<file path="src/rtl/whr_pkg.sv">
// ----------------------------------------------------------------------------
// whr_pkg: shared types and constants for the windowed heart rate block
// Payload structs, configuration layout, controller states, datapath commands.
// ----------------------------------------------------------------------------
package whr_pkg;

	localparam int VAL_W = 40;
	localparam int XW    = 56;
	localparam int DIV_W = 33;
	localparam int CNT_W = 6;

	localparam int ROOT_STEPS = 16;

	localparam int GRAV_MILLI  = 94;
	localparam int BAND_MILLI  = 460;
	localparam int ENV_MILLI   = 16;
	localparam int FLOOR_MILLI = 800;
	localparam int THR_MILLI   = 2200;

	localparam int SEC_PER_MIN = 60;
	localparam int BPM_MIN     = 40;
	localparam int BPM_MAX     = 180;

	localparam logic signed [XW-1:0] SAT_MAX = XW'(64'sh0000_007F_FFFF_FFFF);
	localparam logic signed [XW-1:0] SAT_MIN = -XW'(64'sh0000_0080_0000_0000);

	typedef struct packed {
		logic signed [15:0] accel_x;
		logic signed [15:0] accel_y;
		logic signed [15:0] accel_z;
		logic               restart;
	} sample_t;

	typedef struct packed {
		logic       average_ready;
		logic [7:0] beats_per_minute;
		logic       rate_valid;
		logic       beat_found;
	} result_t;

	typedef enum logic [1:0] {
		REG_SAMPLE_RATE,
		REG_WINDOW,
		REG_MIN_BEAT,
		REG_MAX_BEAT
	} reg_idx_t;

	typedef struct packed {
		logic [9:0]  sample_rate_hz;
		logic [15:0] window_samples;
		logic [15:0] min_beat_samples;
		logic [15:0] max_beat_samples;
	} cfg_t;

	typedef enum logic [4:0] {
		ST_IDLE,
		ST_SQ_X,
		ST_SQ_Y,
		ST_SQ_Z,
		ST_SQ_SUM,
		ST_ROOT,
		ST_MAG,
		ST_MC_HI,
		ST_MC_LO,
		ST_MC_SUM,
		ST_MC_APPLY,
		ST_PEAK,
		ST_CHK,
		ST_DIV1,
		ST_AVG,
		ST_DIV2,
		ST_BPM,
		ST_DONE
	} state_t;

	typedef enum logic [4:0] {
		OP_NONE,
		OP_LOAD,
		OP_SQ_X,
		OP_SQ_Y,
		OP_SQ_Z,
		OP_SQ_SUM,
		OP_ROOT,
		OP_MAG,
		OP_MC_HI,
		OP_MC_LO,
		OP_MC_SUM,
		OP_MC_APPLY,
		OP_PEAK,
		OP_CHK,
		OP_DIV,
		OP_AVG,
		OP_BPM,
		OP_OUT
	} op_t;

	typedef enum logic [1:0] {
		FLT_GRAV,
		FLT_BAND,
		FLT_ENV,
		FLT_THR
	} flt_t;

	typedef struct packed {
		op_t  op;
		flt_t flt;
	} cmd_t;

	typedef struct packed {
		logic close;
		logic pub_go;
		logic avg_nz;
	} status_t;

endpackage

</file>
<file path="src/rtl/windowed_heart_rate_from_accel.sv">
// ----------------------------------------------------------------------------
// windowed_heart_rate_from_accel: heart rate from a three-axis accelerometer
// Magnitude, gravity/band/envelope filters, beat picking, windowed BPM.
// ----------------------------------------------------------------------------
// One sample is taken at a time. From acceptance to its result a sample goes
// through squaring on the shared multiplier, the bit-serial square root, the
// magnitude, four filter updates on the same multiplier, the peak test, the
// window check and the output load. The next sample is accepted after the
// output load, once the block is back in idle. A sample that closes a window
// with enough intervals and a recent beat also runs the two bit-serial
// divisions (average interval, then BPM, the latter only for a nonzero
// average) before the output load. The result sits in an output register,
// so a stalled result only holds the next sample at the end of its work.
module windowed_heart_rate_from_accel #(
	parameter int unsigned FRACTION_BITS = 16
) (
	input  logic             clk,
	input  logic             arst_n,
	input  logic             sample_valid,
	output logic             sample_ready,
	input  whr_pkg::sample_t sample,
	output logic             result_valid,
	input  logic             result_ready,
	output whr_pkg::result_t result,
	input  logic             cfg_we,
	input  logic [1:0]       cfg_index,
	input  logic [15:0]      cfg_data
);
	import whr_pkg::*;

	cfg_t    cfg_q;
	cmd_t    cmd;
	status_t sts;

	always_ff @(posedge clk or negedge arst_n) begin
		if (!arst_n) begin
			cfg_q.sample_rate_hz   <= 10'd25;
			cfg_q.window_samples   <= 16'd375;
			cfg_q.min_beat_samples <= 16'd4;
			cfg_q.max_beat_samples <= 16'd62;
		end else if (cfg_we) begin
			case (reg_idx_t'(cfg_index))
				REG_SAMPLE_RATE: cfg_q.sample_rate_hz   <= cfg_data[9:0];
				REG_WINDOW:      cfg_q.window_samples   <= cfg_data;
				REG_MIN_BEAT:    cfg_q.min_beat_samples <= cfg_data;
				REG_MAX_BEAT:    cfg_q.max_beat_samples <= cfg_data;
				default: ;
			endcase
		end
	end

	whr_ctrl u_ctrl (
		.clk          (clk),
		.arst_n       (arst_n),
		.sample_valid (sample_valid),
		.sample_ready (sample_ready),
		.result_valid (result_valid),
		.result_ready (result_ready),
		.sts          (sts),
		.cmd          (cmd)
	);

	whr_datapath #(
		.FRACTION_BITS (FRACTION_BITS)
	) u_datapath (
		.clk    (clk),
		.arst_n (arst_n),
		.cmd    (cmd),
		.cfg    (cfg_q),
		.sample (sample),
		.result (result),
		.sts    (sts)
	);

	a_busy_after_accept: assert property (@(posedge clk) disable iff (!arst_n)
		(sample_valid && sample_ready) |=> !sample_ready)
		else $error("sample accepted while previous transaction in progress");

	a_rate_in_range: assert property (@(posedge clk) disable iff (!arst_n)
		(result_valid && result.rate_valid) |->
		(result.beats_per_minute >= 8'(BPM_MIN) && result.beats_per_minute <= 8'(BPM_MAX)))
		else $error("valid rate outside accepted range");

	a_no_result_while_idle: assert property (@(posedge clk) disable iff (!arst_n)
		(sample_ready && !result_valid) |=> !result_valid)
		else $error("result appeared without an accepted sample");

endmodule

</file>
<file path="src/rtl/whr_ctrl.sv">
// ----------------------------------------------------------------------------
// whr_ctrl: sequencer for the heart rate datapath
// Steps one sample through square sum, root, filters, peak test and publish.
// ----------------------------------------------------------------------------
module whr_ctrl (
	input  logic             clk,
	input  logic             arst_n,
	input  logic             sample_valid,
	output logic             sample_ready,
	output logic             result_valid,
	input  logic             result_ready,
	input  whr_pkg::status_t sts,
	output whr_pkg::cmd_t    cmd
);
	import whr_pkg::*;

	state_t            state_q, state_nx;
	flt_t              flt_q, flt_nx;
	logic [CNT_W-1:0]  cnt_q, cnt_nx;
	logic              out_valid_q;

	always_ff @(posedge clk or negedge arst_n) begin
		if (!arst_n) begin
			state_q     <= ST_IDLE;
			flt_q       <= FLT_GRAV;
			cnt_q       <= '0;
			out_valid_q <= 1'b0;
		end else begin
			state_q <= state_nx;
			flt_q   <= flt_nx;
			cnt_q   <= cnt_nx;
			if (cmd.op == OP_OUT) begin
				out_valid_q <= 1'b1;
			end else if (result_ready) begin
				out_valid_q <= 1'b0;
			end
		end
	end

	always_comb begin
		state_nx     = state_q;
		flt_nx       = flt_q;
		cnt_nx       = cnt_q;
		cmd.op       = OP_NONE;
		cmd.flt      = flt_q;
		sample_ready = 1'b0;
		case (state_q)
			ST_IDLE: begin
				sample_ready = 1'b1;
				if (sample_valid) begin
					cmd.op   = OP_LOAD;
					state_nx = ST_SQ_X;
				end
			end
			ST_SQ_X: begin
				cmd.op   = OP_SQ_X;
				state_nx = ST_SQ_Y;
			end
			ST_SQ_Y: begin
				cmd.op   = OP_SQ_Y;
				state_nx = ST_SQ_Z;
			end
			ST_SQ_Z: begin
				cmd.op   = OP_SQ_Z;
				state_nx = ST_SQ_SUM;
			end
			ST_SQ_SUM: begin
				cmd.op   = OP_SQ_SUM;
				cnt_nx   = '0;
				state_nx = ST_ROOT;
			end
			ST_ROOT: begin
				cmd.op = OP_ROOT;
				if (cnt_q == CNT_W'(ROOT_STEPS - 1)) begin
					state_nx = ST_MAG;
				end else begin
					cnt_nx = cnt_q + 1'b1;
				end
			end
			ST_MAG: begin
				cmd.op   = OP_MAG;
				flt_nx   = FLT_GRAV;
				state_nx = ST_MC_HI;
			end
			ST_MC_HI: begin
				cmd.op   = OP_MC_HI;
				state_nx = ST_MC_LO;
			end
			ST_MC_LO: begin
				cmd.op   = OP_MC_LO;
				state_nx = ST_MC_SUM;
			end
			ST_MC_SUM: begin
				cmd.op   = OP_MC_SUM;
				state_nx = ST_MC_APPLY;
			end
			ST_MC_APPLY: begin
				cmd.op = OP_MC_APPLY;
				if (flt_q == FLT_THR) begin
					state_nx = ST_PEAK;
				end else begin
					flt_nx   = flt_t'(flt_q + 2'd1);
					state_nx = ST_MC_HI;
				end
			end
			ST_PEAK: begin
				cmd.op   = OP_PEAK;
				state_nx = ST_CHK;
			end
			ST_CHK: begin
				cmd.op = OP_CHK;
				cnt_nx = '0;
				if (sts.close && sts.pub_go) begin
					state_nx = ST_DIV1;
				end else begin
					state_nx = ST_DONE;
				end
			end
			ST_DIV1: begin
				cmd.op = OP_DIV;
				if (cnt_q == CNT_W'(DIV_W - 1)) begin
					state_nx = ST_AVG;
				end else begin
					cnt_nx = cnt_q + 1'b1;
				end
			end
			ST_AVG: begin
				cmd.op = OP_AVG;
				cnt_nx = '0;
				if (sts.avg_nz) begin
					state_nx = ST_DIV2;
				end else begin
					state_nx = ST_DONE;
				end
			end
			ST_DIV2: begin
				cmd.op = OP_DIV;
				if (cnt_q == CNT_W'(DIV_W - 1)) begin
					state_nx = ST_BPM;
				end else begin
					cnt_nx = cnt_q + 1'b1;
				end
			end
			ST_BPM: begin
				cmd.op   = OP_BPM;
				state_nx = ST_DONE;
			end
			ST_DONE: begin
				if (!out_valid_q || result_ready) begin
					cmd.op   = OP_OUT;
					state_nx = ST_IDLE;
				end
			end
			default: begin
				state_nx = ST_IDLE;
			end
		endcase
	end

	assign result_valid = out_valid_q;

endmodule

</file>
<file path="src/rtl/whr_datapath.sv">
// ----------------------------------------------------------------------------
// whr_datapath: arithmetic and state for the heart rate block
// Shared multiplier, bit-serial root and divider, filters, beat and window logic.
// ----------------------------------------------------------------------------
module whr_datapath #(
	parameter int unsigned FRACTION_BITS = 16
) (
	input  logic             clk,
	input  logic             arst_n,
	input  whr_pkg::cmd_t    cmd,
	input  whr_pkg::cfg_t    cfg,
	input  whr_pkg::sample_t sample,
	output whr_pkg::result_t result,
	output whr_pkg::status_t sts
);
	import whr_pkg::*;

	localparam int F  = FRACTION_BITS;
	localparam int AW = (43 - F > F) ? 43 - F : F;
	localparam int BW = (F + 2 > 17) ? F + 2 : 17;
	localparam int PW = AW + BW;

	localparam logic [BW-1:0] C_GRAV = BW'(((64'(GRAV_MILLI) << F) + 64'd500) / 64'd1000);
	localparam logic [BW-1:0] C_BAND = BW'(((64'(BAND_MILLI) << F) + 64'd500) / 64'd1000);
	localparam logic [BW-1:0] C_ENV  = BW'(((64'(ENV_MILLI) << F) + 64'd500) / 64'd1000);
	localparam logic [BW-1:0] C_THR  = BW'(((64'(THR_MILLI) << F) + 64'd500) / 64'd1000);
	localparam logic signed [XW-1:0] THR_FLOOR =
		XW'(((64'(FLOOR_MILLI) << F) + 64'd500) / 64'd1000);
	localparam logic signed [VAL_W-1:0] ONE_FX = VAL_W'(1) << F;
	localparam logic [XW-1:0] HALF = XW'(1) << (F - 1);

	function automatic logic signed [VAL_W-1:0] sat40(input logic signed [XW-1:0] v);
		logic signed [VAL_W-1:0] r;
		if (v > SAT_MAX) begin
			r = VAL_W'(SAT_MAX);
		end else if (v < SAT_MIN) begin
			r = VAL_W'(SAT_MIN);
		end else begin
			r = VAL_W'(v);
		end
		return r;
	endfunction

	// beat and window state
	logic [31:0]             si_q, lb_q, tot_q;
	logic [15:0]             tally_q, wp_q;
	logic signed [VAL_W-1:0] grav_q, band_q, env_q, d1_q, d2_q;
	logic                    seen_q, ok_q;
	logic [7:0]              rate_q;

	// working registers
	sample_t                 smp_q;
	logic [PW-1:0]           prod_q;
	logic [31:0]             sq_q, v_q, res_q, bit_q;
	logic signed [VAL_W-1:0] mag_q;
	logic [F-1:0]            lo_q;
	logic                    neg_q;
	logic [XW-1:0]           hprod_q;
	logic signed [XW-1:0]    mc_q, thr2_q;
	logic                    beat_q, close_q;
	logic [DIV_W:0]          rem_q;
	logic [DIV_W-1:0]        quo_q, dvs_q;
	result_t                 res_out_q;

	logic signed [16:0]      sel_s;
	logic [16:0]             sel_abs;
	logic signed [XW-1:0]    hp, absf, d, thr, mc_s, mag_x;
	logic [XW-1:0]           m, mc_r;
	logic                    neg;
	logic [AW-1:0]           mul_a;
	logic [BW-1:0]           mul_b, coef;
	logic [32:0]             rt_t;
	logic                    rt_ge;
	logic signed [VAL_W-1:0] mag_nx;
	logic [31:0]             gap;
	logic                    peak, take, add;
	logic [15:0]             wp_nx;
	logic [DIV_W:0]          rem_sh;
	logic                    div_ge;

	always_comb begin
		case (cmd.op)
			OP_SQ_Y: sel_s = 17'(smp_q.accel_y);
			OP_SQ_Z: sel_s = 17'(smp_q.accel_z);
			default: sel_s = 17'(smp_q.accel_x);
		endcase
		sel_abs = (sel_s < 0) ? 17'(-sel_s) : 17'(sel_s);

		hp   = XW'(mag_q) - XW'(grav_q);
		absf = (band_q < 0) ? -XW'(band_q) : XW'(band_q);
		case (cmd.flt)
			FLT_GRAV: begin
				d    = XW'(mag_q) - XW'(grav_q);
				coef = C_GRAV;
			end
			FLT_BAND: begin
				d    = hp - XW'(band_q);
				coef = C_BAND;
			end
			FLT_ENV: begin
				d    = absf - XW'(env_q);
				coef = C_ENV;
			end
			default: begin
				d    = XW'(env_q);
				coef = C_THR;
			end
		endcase
		neg = d < 0;
		m   = neg ? $unsigned(-d) : $unsigned(d);

		case (cmd.op)
			OP_MC_HI: begin
				mul_a = AW'(m >> F);
				mul_b = coef;
			end
			OP_MC_LO: begin
				mul_a = AW'(lo_q);
				mul_b = coef;
			end
			default: begin
				mul_a = AW'(sel_abs);
				mul_b = BW'(sel_abs);
			end
		endcase

		mc_r = hprod_q + ((XW'(prod_q) + HALF) >> F);
		mc_s = neg_q ? -$signed(mc_r) : $signed(mc_r);

		rt_t  = {1'b0, res_q} + {1'b0, bit_q};
		rt_ge = {1'b0, v_q} >= rt_t;

		mag_x  = XW'(res_q[15:0]) << F;
		mag_nx = sat40(mag_x);

		thr   = (thr2_q > THR_FLOOR) ? thr2_q : THR_FLOOR;
		peak  = (d1_q > d2_q) && (d1_q >= band_q) && (XW'(d1_q) > thr);
		gap   = si_q - lb_q;
		take  = peak && (!seen_q || gap >= 32'(cfg.min_beat_samples));
		add   = take && seen_q && gap <= 32'(cfg.max_beat_samples);
		wp_nx = wp_q + 16'd1;

		rem_sh = {rem_q[DIV_W-1:0], quo_q[DIV_W-1]};
		div_ge = rem_sh >= {1'b0, dvs_q};
	end

	always_ff @(posedge clk or negedge arst_n) begin
		if (!arst_n) begin
			si_q    <= '0;
			lb_q    <= '0;
			tot_q   <= '0;
			tally_q <= '0;
			wp_q    <= '0;
			grav_q  <= '0;
			band_q  <= '0;
			env_q   <= ONE_FX;
			d1_q    <= '0;
			d2_q    <= '0;
			seen_q  <= 1'b0;
			rate_q  <= '0;
			ok_q    <= 1'b0;
		end else begin
			case (cmd.op)
				OP_LOAD: begin
					if (sample.restart) begin
						si_q    <= '0;
						lb_q    <= '0;
						tot_q   <= '0;
						tally_q <= '0;
						wp_q    <= '0;
						grav_q  <= '0;
						band_q  <= '0;
						env_q   <= ONE_FX;
						d1_q    <= '0;
						d2_q    <= '0;
						seen_q  <= 1'b0;
						rate_q  <= '0;
						ok_q    <= 1'b0;
					end
				end
				OP_MAG: begin
					if (grav_q == '0) begin
						grav_q <= mag_nx;
					end
				end
				OP_MC_APPLY: begin
					case (cmd.flt)
						FLT_GRAV: grav_q <= sat40(XW'(grav_q) + mc_q);
						FLT_BAND: band_q <= sat40(XW'(band_q) + mc_q);
						FLT_ENV:  env_q  <= sat40(XW'(env_q) + mc_q);
						default: ;
					endcase
				end
				OP_PEAK: begin
					if (take) begin
						lb_q   <= si_q;
						seen_q <= 1'b1;
					end
					if (add) begin
						tot_q <= tot_q + gap;
						if (tally_q != 16'hFFFF) begin
							tally_q <= tally_q + 16'd1;
						end
					end
					d2_q <= d1_q;
					d1_q <= band_q;
					si_q <= si_q + 32'd1;
					wp_q <= wp_nx;
				end
				OP_CHK: begin
					if (close_q) begin
						ok_q    <= 1'b0;
						tot_q   <= '0;
						tally_q <= '0;
						wp_q    <= '0;
					end
				end
				OP_BPM: begin
					if (quo_q >= DIV_W'(BPM_MIN) && quo_q <= DIV_W'(BPM_MAX)) begin
						rate_q <= quo_q[7:0];
						ok_q   <= 1'b1;
					end
				end
				default: ;
			endcase
		end
	end

	always_ff @(posedge clk) begin
		prod_q <= PW'(mul_a) * PW'(mul_b);
		case (cmd.op)
			OP_LOAD: smp_q <= sample;
			OP_SQ_Y: sq_q <= prod_q[31:0];
			OP_SQ_Z: sq_q <= sq_q + prod_q[31:0];
			OP_SQ_SUM: begin
				v_q   <= sq_q + prod_q[31:0];
				res_q <= '0;
				bit_q <= 32'h4000_0000;
			end
			OP_ROOT: begin
				if (rt_ge) begin
					v_q   <= v_q - rt_t[31:0];
					res_q <= (res_q >> 1) + bit_q;
				end else begin
					res_q <= res_q >> 1;
				end
				bit_q <= bit_q >> 2;
			end
			OP_MAG: mag_q <= mag_nx;
			OP_MC_HI: begin
				lo_q  <= m[F-1:0];
				neg_q <= neg;
			end
			OP_MC_LO: hprod_q <= XW'(prod_q);
			OP_MC_SUM: mc_q <= mc_s;
			OP_MC_APPLY: begin
				if (cmd.flt == FLT_THR) begin
					thr2_q <= mc_q;
				end
			end
			OP_PEAK: begin
				beat_q  <= take;
				close_q <= wp_nx >= cfg.window_samples;
			end
			OP_CHK: begin
				rem_q <= '0;
				quo_q <= DIV_W'(tot_q) + DIV_W'(tally_q >> 1);
				dvs_q <= DIV_W'(tally_q);
			end
			OP_DIV: begin
				if (div_ge) begin
					rem_q <= rem_sh - {1'b0, dvs_q};
					quo_q <= {quo_q[DIV_W-2:0], 1'b1};
				end else begin
					rem_q <= rem_sh;
					quo_q <= {quo_q[DIV_W-2:0], 1'b0};
				end
			end
			OP_AVG: begin
				rem_q <= '0;
				quo_q <= DIV_W'(cfg.sample_rate_hz) * DIV_W'(SEC_PER_MIN) + (quo_q >> 1);
				dvs_q <= quo_q;
			end
			OP_OUT: begin
				res_out_q.average_ready    <= close_q;
				res_out_q.beats_per_minute <= rate_q;
				res_out_q.rate_valid       <= ok_q;
				res_out_q.beat_found       <= beat_q;
			end
			default: ;
		endcase
	end

	assign sts.close  = close_q;
	assign sts.pub_go = seen_q && (gap <= {15'd0, cfg.max_beat_samples, 1'b0})
		&& (tally_q >= 16'd2);
	assign sts.avg_nz = quo_q != '0;
	assign result     = res_out_q;

endmodule

</file>
<file path="config.mk">
export PLATFORM = sky130hd
export DESIGN_NAME = windowed_heart_rate_from_accel
export DESIGN_NICKNAME = d
export VERILOG_FILES = /design/src/rtl/whr_pkg.sv /design/src/rtl/windowed_heart_rate_from_accel.sv /design/src/rtl/whr_ctrl.sv /design/src/rtl/whr_datapath.sv
export SDC_FILE = /design/constraint.sdc
export NUM_CORES = 2
export LEC_CHECK = 0
export ABC_AREA = 1
export BUFFER_PORTS_ARGS = -buffer_cell sky130_fd_sc_hd__clkbuf_2
export CAP_MARGIN = 20
export CORE_MARGIN = 2
export CORE_UTILIZATION = 40
export CTS_BUF_LIST = sky130_fd_sc_hd__clkbuf_4 sky130_fd_sc_hd__clkbuf_8
export CTS_CLUSTER_SIZE = 30
export DETAILED_ROUTE_END_ITERATION = 12
export PLACE_DENSITY = 0.64
export SYNTH_ARGS = -nofsm -noshare
export SYNTH_HDL_FRONTEND = slang
export SYNTH_SLANG_ARGS = --single-unit
</file>
<file path="constraint.sdc">
create_clock -name clk -period 25.3 [get_ports clk]
set_input_delay 3.795 -clock clk [delete_from_list [all_inputs] [get_ports clk]]
set_output_delay 3.795 -clock clk [all_outputs]
set_load 0.02 [all_outputs]
</file>
==> run metrics <==
status=completed; most used cell, CP=nand2_1; # IOs=85; most common cell in the synthesized netlist=nand2_1; flop-to-flop setup slack=between 10000 and 15000 ps; Post-CTS Hold Buffers=0; peak fanout along the critical path=49; Initial Utilization=between 40% and 50%; Final nets=approximately 15000; syn avg cell area=between 7 and 8 µm²; clock-pin slew on the worst setup and hold paths=approximately 70 ps; cell taking the most area after synthesis=edfxtp_1; via count=94600; DIE AREA=252000 µm²; main area contributors after synthesis=edfxtp_1 (14%), nand2_1 (12%), ha_1 (11%); Die X=502 µm; Detailed Route WL=361 mm; Post-Syn Instances=13900; Slew headroom=between 20% and 30%; DRC Markers=0; # Max-Cap Violations=0; IO Port Bufs=84; met3 Use GR=5.11%; delay of the slowest cell on the worst path=around 640 ps; Reg2Reg Depth=between 50 and 60; Seq cells post-synth=917; CP Launch Point=u_datapath.band_q[1]$_DFFE_PN0P_; CP arrival=14290 ps; First-pass DRT Iterations=7; CTS max path bufs=3; later-pin clock latency in the skew report=about 1000 ps; Tmin final=13460 ps; grt total ovfl=0; Final Hold Viols=0; met1 usage=39.2%; post-synth cell types=89; drt via density=roughly 5.4; pin count of the biggest net entering global routing=82; Fmax achieved=0.0743 GHz; # fillers=approximately 26000; critical path type=reg2reg; GPL Wtd Cong=around 1; EDFF count, synth=462; critical path startpoint category=flop; critical path depth in cells=57; Slew @ Worst Pin=between 1000 and 1500 ps; Die Span Y=502 µm; core area=246000 µm²; setup violators final=0; initial antenna violation count=19; Crit-path slowest cell=inv_2; CTS Buf Count=approximately 170; top cells by count, synth=nand2_1 (3218), inv_1 (2272), nor2_1 (1391), nand3_1 (951), ha_1 (883); total track usage=about 28%; Worst path top cell family by delay=simple AND/OR/NAND/NOR gates; Buf/Inv on CP=8; Yosys Warn Count=0; Post-Syn Area=99200 µm²; Fin Clk Skew=117 ps; Yosys top cell area share=between 10 and 15%; Most Crowded Layer GR=met2; CTS Sinks=slightly above 900; ys flop type=edfxtp_1; FP Rows=about 180; Fin Setup TNS=0 ps; post-CTS sizing=0; reg2reg end=u_datapath.prod_q[42]$_DFF_P_; first-pass GRT wire length=~540 mm; hold path startpoint=u_datapath.beat_q$_DFFE_PP_; H-tree levels=4; RR Startpoint=u_datapath.band_q[1]$_DFFE_PN0P_; Worst Path Required=roughly 26000 ps; post-synthesis sequential area ratio=between 20% and 30%; CTS tree=done; DR iter-0 viols=between 9000 and 10000; fraction of layout cells with a size suffix above 1=5.38%; clock root cell=clkbuf_8; P&R area growth vs syn=8.21%; Hold WC Path Type=reg2reg; Pins Over Slew Limit=0; grt met2 use=a little over two fifths; RSZ-0062 raised after global routing=false; post-CTS setup buffers=0; Async SR Flop Fraction=44.7%; fin crit share=53.2%; drt wl/cell=about 21 µm; vias in the first global route=89500; CP endpoint kind=flop; Setup crit end=u_datapath.prod_q[42]$_DFF_P_; Routed Antenna Nets=0; Post-DP HPWL=a little under 300 mm
worst min path at each step:
stage | to | depth (start not counted)
after floorplan | u_datapath.result[0]$_DFFE_PP_ | 0
after global placement | u_datapath.result[0]$_DFFE_PP_ | 0
after detailed placement | u_datapath.result[0]$_DFFE_PP_ | 0
after CTS | u_datapath.result[0]$_DFFE_PP_ | 0
after global routing | u_datapath.result[0]$_DFFE_PP_ | 0
final | u_datapath.result[0]$_DFFE_PP_ | 0
stage by stage:
stage | instance area (µm²) | util (%) | hold WS [ps] | cells | setup slack [ps]
3_3_place_gp | 103000 | 42.0 | 422 | 17200 | 12150
2_1_floorplan | 99500 | - | 400 | 14000 | 15030
5_1_grt | 107000 | 43.6 | 429 | 17500 | 10650
6_report | 107000 | 43.6 | 398 | 17500 | 11840
3_5_place_dp | 103000 | 42.0 | 425 | 17200 | 11970
4_1_cts | 107000 | 43.6 | 403 | 17500 | 11980
layout make-up:
cell class / instances / area [µm²] / area share [%]
Antenna cell: 17 / 42.5 / 0.0396
Clock inverter: 69 / 703 / 0.655
Clock buffer: 244 / 3060 / 2.85
Multi-Input combinational cell: 10500 / 64600 / 60.2
Inverter: 2316 / 8700 / 8.10
Timing Repair Buffer: 159 / 1010 / 0.944
Tap cell: 3312 / 4140 / 3.86
Sequential cell: 917 / 25100 / 23.3
cells in the final DEF, fill, tap and decap left out, drive strengths merged, types with 52 or more instances in the layout:
master	n
nand4	233
nand3b	77
nor2	1434
fa	430
clkbuf	327
conb	82
a31oi	82
xor2	393
inv	2323
o21ai	794
dfrtp	393
buf	76
xnor2	170
nand2	3272
nor4	74
a21oi	836
ha	883
nor3	187
edfxtp	462
o211ai	78
a21o	52
nand3	980
o22ai	102
kinds of logic after synthesis:
kind of cell / Yosys count / share of synthesized area [%]
adders and majority gates: 1313 / 19.8
xor gates and xnor gates: 563 / 4.99
muxes: 1 / 0.0101
DFF: 917 / 25.3
buffers and inverters: 2564 / 9.98
other: 2 / 0.00757
AOI/OAI and AO/OA: 2173 / 12.4
and+or+nand+nor: 6366 / 27.6
registers in the layout, summed over array words and instances, names as in the netlist, 33 cells and up:
register            cells
u_datapath.mc_q        56
u_datapath.prod_q      45
u_datapath.hprod_q     45
u_datapath.band_q      40
cfg_q                  58
u_datapath.smp_q       48
u_datapath.d1_q        40
u_datapath.quo_q       33
u_datapath.dvs_q       33
u_datapath.grav_q      40
u_datapath.rem_q       33
u_datapath.env_q       40
u_datapath.d2_q        40
u_datapath.thr2_q      56
routing by layer:
metal | vias up | wire length, µm
li1 | 45800 | -
met1 | 44400 | 158000
met2 | 3712 | 153000
met3 | 650 | 31200
met4 | 2 | 18200
met5 | - | 10
Power is left out: the tool's default activity adds up to more than one toggle a clock period on the data nets, which glitch-free logic cannot reach.
